## src/hw/rtl/mpfb_pkg.sv

```systemverilog
package mpfb_pkg;

   localparam int FB_WIDTH  = 128;
   localparam int FB_HEIGHT = 64;
   localparam int FB_PAGES  = (FB_HEIGHT + 7) / 8;
   localparam int FB_BYTES  = FB_WIDTH * FB_PAGES;
   localparam int ADDR_W    = $clog2(FB_BYTES);
   localparam int COORD_W   = 14;
   localparam int REQ_W     = 72;
   localparam int RSP_W     = 16;

   localparam logic [2:0] BIT_FIRST = 3'd0;
   localparam logic [2:0] BIT_LAST  = 3'd7;

   typedef enum logic [1:0] {
      OP_CLEAR = 2'd0,
      OP_PIXEL = 2'd1,
      OP_BLIT  = 2'd2,
      OP_READ  = 2'd3
   } op_type;

   typedef enum logic [2:0] {
      ST_INIT,
      ST_IDLE,
      ST_CLEAR,
      ST_ISSUE,
      ST_COMMIT,
      ST_DONE
   } state_type;

   typedef struct packed {
      logic       load;
      logic       sweep;
      logic       issue;
      logic       commit;
      logic       rsp_load;
      logic [2:0] bit_idx;
   } cmd_type;

   typedef struct packed {
      op_type in_op;
      op_type op;
      logic   sweep_last;
   } status_type;

endpackage

```

## src/hw/rtl/mpfb_ctrl.sv

```systemverilog
module mpfb_ctrl
   import mpfb_pkg::*;
(
   input  logic       clock,
   input  logic       reset,
   input  logic       req_tvalid,
   output logic       req_tready,
   output logic       rsp_tvalid,
   input  logic       rsp_tready,
   input  status_type status,
   output cmd_type    cmd
);

   state_type  state_ff, state_in;
   logic [2:0] bit_ff, bit_in;
   logic       rsp_valid_ff, rsp_valid_in;
   logic       accept;
   logic       rsp_free;

   assign accept   = req_tvalid && req_tready;
   assign rsp_free = !rsp_valid_ff || rsp_tready;

   always_comb begin
      state_in = state_ff;
      bit_in   = bit_ff;
      unique case (state_ff)
         ST_INIT: begin
            if (status.sweep_last) begin
               state_in = ST_IDLE;
            end
         end
         ST_IDLE: begin
            bit_in = BIT_FIRST;
            if (accept) begin
               state_in = (status.in_op == OP_CLEAR) ? ST_CLEAR : ST_ISSUE;
            end
         end
         ST_CLEAR: begin
            if (status.sweep_last) begin
               state_in = ST_DONE;
            end
         end
         ST_ISSUE: begin
            if (status.op == OP_BLIT && bit_ff != BIT_LAST) begin
               bit_in = bit_ff + 3'd1;
            end else begin
               state_in = ST_COMMIT;
            end
         end
         ST_COMMIT: begin
            state_in = ST_DONE;
         end
         ST_DONE: begin
            if (rsp_free) begin
               state_in = ST_IDLE;
            end
         end
         default: begin
            state_in = ST_INIT;
         end
      endcase
   end

   always_comb begin
      cmd         = '0;
      cmd.bit_idx = bit_ff;
      req_tready  = 1'b0;
      unique case (state_ff)
         ST_INIT: begin
            cmd.sweep = 1'b1;
         end
         ST_IDLE: begin
            req_tready = 1'b1;
            cmd.load   = req_tvalid;
         end
         ST_CLEAR: begin
            cmd.sweep = 1'b1;
         end
         ST_ISSUE: begin
            cmd.issue  = 1'b1;
            cmd.commit = (bit_ff != BIT_FIRST);
         end
         ST_COMMIT: begin
            cmd.commit = 1'b1;
         end
         ST_DONE: begin
            cmd.rsp_load = rsp_free;
         end
         default: begin
            cmd = '0;
         end
      endcase
   end

   always_comb begin
      rsp_valid_in = rsp_valid_ff;
      if (cmd.rsp_load) begin
         rsp_valid_in = 1'b1;
      end else if (rsp_tready) begin
         rsp_valid_in = 1'b0;
      end
   end

   always_ff @(posedge clock) begin
      if (reset) begin
         state_ff     <= ST_INIT;
         bit_ff       <= BIT_FIRST;
         rsp_valid_ff <= 1'b0;
      end else begin
         state_ff     <= state_in;
         bit_ff       <= bit_in;
         rsp_valid_ff <= rsp_valid_in;
      end
   end

   assign rsp_tvalid = rsp_valid_ff;

   assert property (@(posedge clock) disable iff (reset)
      cmd.sweep |-> !cmd.issue && !cmd.commit && !req_tready)
      else $error("sweep overlaps item work");

   assert property (@(posedge clock) disable iff (reset)
      cmd.rsp_load |-> (!rsp_valid_ff || rsp_tready))
      else $error("result overwritten before transaction");

   assert property (@(posedge clock) disable iff (reset)
      (state_ff == ST_COMMIT) |=> (state_ff == ST_DONE))
      else $error("commit not followed by done");

   assert property (@(posedge clock) disable iff (reset)
      (state_ff == ST_ISSUE && status.op != OP_BLIT) |-> (bit_ff == BIT_FIRST))
      else $error("bit counter moved outside blit");

endmodule

```

## config.mk

```make
export PLATFORM = sky130hd
export DESIGN_NAME = mpfb_ctrl
export DESIGN_NICKNAME = d
export VERILOG_FILES = /design/src/hw/rtl/mpfb_pkg.sv /design/src/hw/rtl/mpfb_ctrl.sv
export SDC_FILE = /design/constraint.sdc
export NUM_CORES = 1
export LEC_CHECK = 0
export ABC_AREA = 1
export ABC_CLOCK_PERIOD_IN_PS = 1500
export BUFFER_PORTS_ARGS = -buffer_cell sky130_fd_sc_hd__buf_4
export CORE_AREA = 4 4 41 43
export DETAILED_ROUTE_END_ITERATION = 6
export DIE_AREA = 0 0 45 47
export PLACE_DENSITY = 0.7
export SYNTH_ARGS = -nofsm -noshare
export SYNTH_HDL_FRONTEND = slang
export SYNTH_SLANG_ARGS = --single-unit
```

## constraint.sdc

```tcl
create_clock -name clock -period 1.5 [get_ports clock]
set_clock_uncertainty 0.05 [all_clocks]
set_input_delay 0.3 -clock clock [delete_from_list [all_inputs] [get_ports clock]]
set_output_delay 0.3 -clock clock [all_outputs]
set_load 0.005 [all_outputs]
```

Word-level counts from Yosys, hierarchy flattened
Index checks and enable logic that the tools add are counted.

Add/subtract/negate cells: 1. Equality and inequality tests: 13. Muxes and demuxes: 18. Reduce and logical (&&, ||, !) cells: 13.

Operators by type and width (count): $mux W3 (7); $pmux W3 S6 (1); $ne A2 B2 Y1 const B (6); $mux W1 (8); $eq A3 B2 Y1 const B (2); $eq A3 B3 Y1 const B (2); $pmux W3 S2 (1); $reduce_or A6 Y1 (1); $reduce_and A5 Y1 (1); $reduce_bool A2 Y1 (2); $add A3 B1 Y3 const B (1); $eq A3 B1 Y1 const B (1); $logic_not A3 Y1 (1); $ne A3 B3 Y1 const B (1); $reduce_bool A3 Y1 (1); $eq A2 B2 Y1 const B (1); $logic_and A1 B1 Y1 (2); $logic_not A2 Y1 (1); $pmux W1 S2 (1); $reduce_and A2 Y1 (1); $reduce_or A2 Y1 (1); $logic_not A1 Y1 (1); $logic_or A1 B1 Y1 (1).

Register bits: 7. Input bits: 9. Output and inout port bits: 10. Logic and storage cells: 48.

Depth between registers and ports, before layout
Depth after elaboration: 5. Mapped depth: 10. Gate-level depth less buffers: 9.

Least setup slack after synthesis
Ideal clock, no wire load.

Path type: register to register. From: register bit_ff[0]. To: register bit_ff[0]. Library setup time: 0.115 ns. Arrival time: 1.162 ns. Data required time: 1.335 ns. Slack: 0.173 ns. Cell stages (with the launch flop): 9. Buffers on the path: 0. Clock period less this slack: 1.327 ns. Cells stage by stage: dfxtp_1 > ha_1 > ha_1 > nor2_1 > nand2_1 > nor2_4 > nor2_4 > a21oi_1 > nor2_1.

Word-level cells in the longest chain between the ends: 4. Elaborated cells between the ends (all ways): 7. Classes of those cells: 1 x add/sub; 2 x eq/ne; 2 x mux; 2 x reduce/logical.

RTL lines: start: declaration (line mpfb_ctrl.sv:15) `logic [2:0] bit_ff, bit_in;`; start signal: assignment (line mpfb_ctrl.sv:111) `bit_ff <= bit_in;`; branches (longest 4 deep; another with $add A3 B1 Y3).

Parallel ways; which one is timed is not known. The select of a mux whose other input is x is not followed. A chain may end at the register's enable or synchronous reset.

==> results.py <==
metrics = {
    "pwr": {
        "seqPwrFrac": 0.332,
        "swShare": 0.371,
        "power_uw": 752,
        "power.switching_uw": 279,
        "power_frac_comb": 0.433,
        "p_leak_nw": 0.396,
        "p_clk_frac": 0.235,
        "internal_power_uw": 473,
        "vdd_ir_drop_max_mv": 0.491,
        "p_per_area_nw_per_um2": 932,
    },
    "synth": {
        "synth_edf_count": 0,
        "yosysTopAreaCell": "dfxtp_1",
        "syn_inst": 84,
        "synth_top_area_frac": 0.235,
        "syn_avg_cell_area_um2": 7.09,
        "post-synth-top-count-cell": "nor2_1",
        "synth_common_cells": "nor2_1 (13), nand2_1 (12), a21oi_1 (11)",
        "synth_area_leaders": "dfxtp_1 (24%), a21oi_1 (9.2%), nor2_1 (8.2%), nand2_1 (7.6%), ha_1 (6.3%)",
        "syn-num-nets": 96,
        "synth_seq_area_share": 0.235,
        "synth_seq_cells": 7,
        "ys_warn_count": 0,
        "async_reset_ff_frac": 0,
        "syn_area_um2": 596,
        "yosysUniqueCellTypes": 21,
        "synth_ff_type": "dfxtp_1",
    },
    "worst_setup_path": {
        "reg2reg_depth": 8,
        "arrival_ps": 1160,
        "critPathMaxStageDelay_ps": 330,
        "critPathKind": "flop to output pin",
        "worstReg2RegStart": "bit_ff[0]$_SDFFE_PP0P_",
        "critical-path-slowest-cell": "dfxtp_2",
        "r2r-end": "bit_ff[1]$_SDFFE_PP0P_",
        "path_max_fanout": 3,
        "rrSetupSlack_ps": 80,
        "start_kind": "flop",
        "timing.critical_path.cells": "inv_2, ha_4, a21oi_2, a31o_2, buf_6",
        "cp.required_ps": 1150,
        "cp-end-kind": "output pin",
    },
    "clocking": {
        "cts_tree": "built",
        "ctsHoldBuffers": 0,
        "ctsRootBufferMaster": "clkbuf_4",
        "clk_pin_slew_ps": 50,
        "clockBufferDepth": 2,
        "cts_buffers": 3,
        "clkSinkCount": 7,
        "clk_latency_ps": 260,
        "htree_num_levels": 1,
    },
    "layout": {
        "layout-drive-gt1-share": 0.509,
        "fillers": 124,
        "fin_nets": 119,
        "area_growth_pct": 35.5,
        "final_util": 0.620,
        "diodes": 0,
        "stdcell_area_um2": 807,
    },
    "placed_design": {
        "dpl.hpwl_um": 1090,
        "gp_congestion": 0.735,
        "placed_area_um2": 731,
        "io_buffers": 18,
    },
    "hold_path": {
        "worstHoldStart": "reset",
        "hold_path_end": "state_ff[2]$_SDFFE_PP0P_",
        "hp-class": "input pin to flop",
        "whs_path_depth": 2,
    },
    "detailed_routing": {
        "drt_iter0_markers": 15,
        "drc": 0,
        "wl_met3_um": 95,
        "firstDrtPassIters": 4,
        "top_layer": "met4",
        "met2_wirelength_um": 791,
        "drt-met1-wl_um": 489,
        "vias": 608,
        "wl_per_cell_um": 11.5,
        "viasPerCell": 5.02,
        "wirelength_um": 1400,
        "antenna_left": 0,
    },
    "run_status": {
        "status": "finished with violations",
        "violations": "setup timing",
    },
    "timing": {
        "setup_viol": 1,
        "hold_viol": 0,
        "tns_ps": -9.09,
        "whs_ps": 171,
        "final_max_slew_viol_count": 0,
        "fin_crit_ps": 1510,
        "worstMarginPinSlew_ps": 205,
        "worst_slack_ps": -9.09,
        "relSlewSlack": 0.863,
        "max_clock_freq_mhz": 663,
        "rsz0062_at_grt": "true",
        "fin_crit_sh": 1.01,
    },
    "die": {
        "core-area_um2": 1300,
        "top_level_ports": 19,
        "die-area_um2": 2120,
        "die_w_um": 45,
        "num_rows": 13,
        "fp.dieH_um": 47,
        "start_util": 0.458,
    },
    "grt": {
        "gr-total-overflow": 0,
        "grt_antenna_before_repair": 0,
        "grt_max_degree": 9,
        "grt_pass1_vias": 603,
        "grt_first_pass_wirelength_um": 2390,
        "grt_usage": 0.160,
    },
    "job": {
        "max-cap-violations": 0,
    },
}
==> logic make-up after synthesis <==
kind of cell               share of synthesized area
DFF                                            0.235
and+or+nand+nor                                0.374
buffers and inverters                          0.187
adders and majority gates                     0.0630
AOI/OAI and AO/OA                              0.141
==> through the flow <==
stage                     std cells  setup slack [ps]
after global placement          116               120
after CTS                       121             -26.7
after global routing            121             -57.9
final                           121             -9.09
after floorplan                  84               173
after detailed placement        116              68.0
==> timing repair <==
action,CTS,global route
pin swaps,2,0
setup buffers,1,0
setup endpoints to repair,8,7
gates resized for setup,12,4
==> critical path: cells and delay by family (launching register included) <==
family          cells  cell delay [ps]
compound gates      2              260
fa+ha+maj           1              130
buf+inv             2              180
flops               1              330
==> worst max path at each step <==
stage / from / endpoint / slack, ps / cells past startpoint
2_1_floorplan: bit_ff[0]$_SDFFE_PP0P_ / bit_ff[0]$_SDFFE_PP0P_ / 170 / 8
3_3_place_gp: bit_ff[0]$_SDFFE_PP0P_ / bit_ff[2]$_SDFFE_PP0P_ / 120 / 8
3_5_place_dp: bit_ff[0]$_SDFFE_PP0P_ / bit_ff[2]$_SDFFE_PP0P_ / 70 / 8
4_1_cts: bit_ff[1]$_SDFFE_PP0P_ / cmd[4] / -30 / 5
5_1_grt: bit_ff[1]$_SDFFE_PP0P_ / cmd[4] / -60 / 5
6_report: bit_ff[1]$_SDFFE_PP0P_ / cmd[4] / -9 / 5
==> area by class of cell <==
cell class / count / area (um2) / share of cell area
Inverter: 14 / 62.6 / 0.0775
Sequential cell: 7 / 150 / 0.186
Multi-Input combinational cell: 58 / 369 / 0.457
Tap cell: 15 / 18.8 / 0.0233
Clock buffer: 4 / 26.3 / 0.0326
Timing Repair Buffer: 23 / 180 / 0.223
==> registers in the layout, summed over array words and instances, names as in the netlist <==
name	flops
state_ff	3
bit_ff	3
rsp_tvalid	1
==> power by group through the flow <==
stage | Sequential (mW) | Combinational [mW] | Clock, mW
after CTS | 0.249 | 0.324 | 0.188
after global routing | 0.253 | 0.363 | 0.196
final | 0.250 | 0.325 | 0.177
after detailed placement | 0.247 | 0.299 | 0
after global placement | 0.245 | 0.296 | 0
after floorplan | 0.226 | 0.226 | 0
==> layer usage <==
| metal | track usage | vias up |
|---|---|---|
| met4 | 0.105 | 0 |
| met3 | 0.0421 | 4 |
| met2 | 0.294 | 23 |
| met5 | 0 | - |
| met1 | 0.158 | 274 |
| li1 | - | 307 |
==> placed cells by master (no fill, tap or decap) <==
cell	count
buf_4	21
nor2_1	12
nand2_1	11
a21oi_1	9
inv_1	7
inv_2	4
nand2_2	3
nor2_4	3
nor2_2	3
o21ai_1	3
nand3_1	3
dfxtp_1	3
clkbuf_4	3
inv_4	2
a21oi_2	2
nand3_4	2
ha_1	2
dfxtp_2	2
buf_6	2
dfxtp_4	2
nand3_2	1
inv_6	1
a31o_2	1
nor3_2	1
o21ai_0	1
ha_4	1
clkbuf_1	1
(Power assumes the default switching activity.)
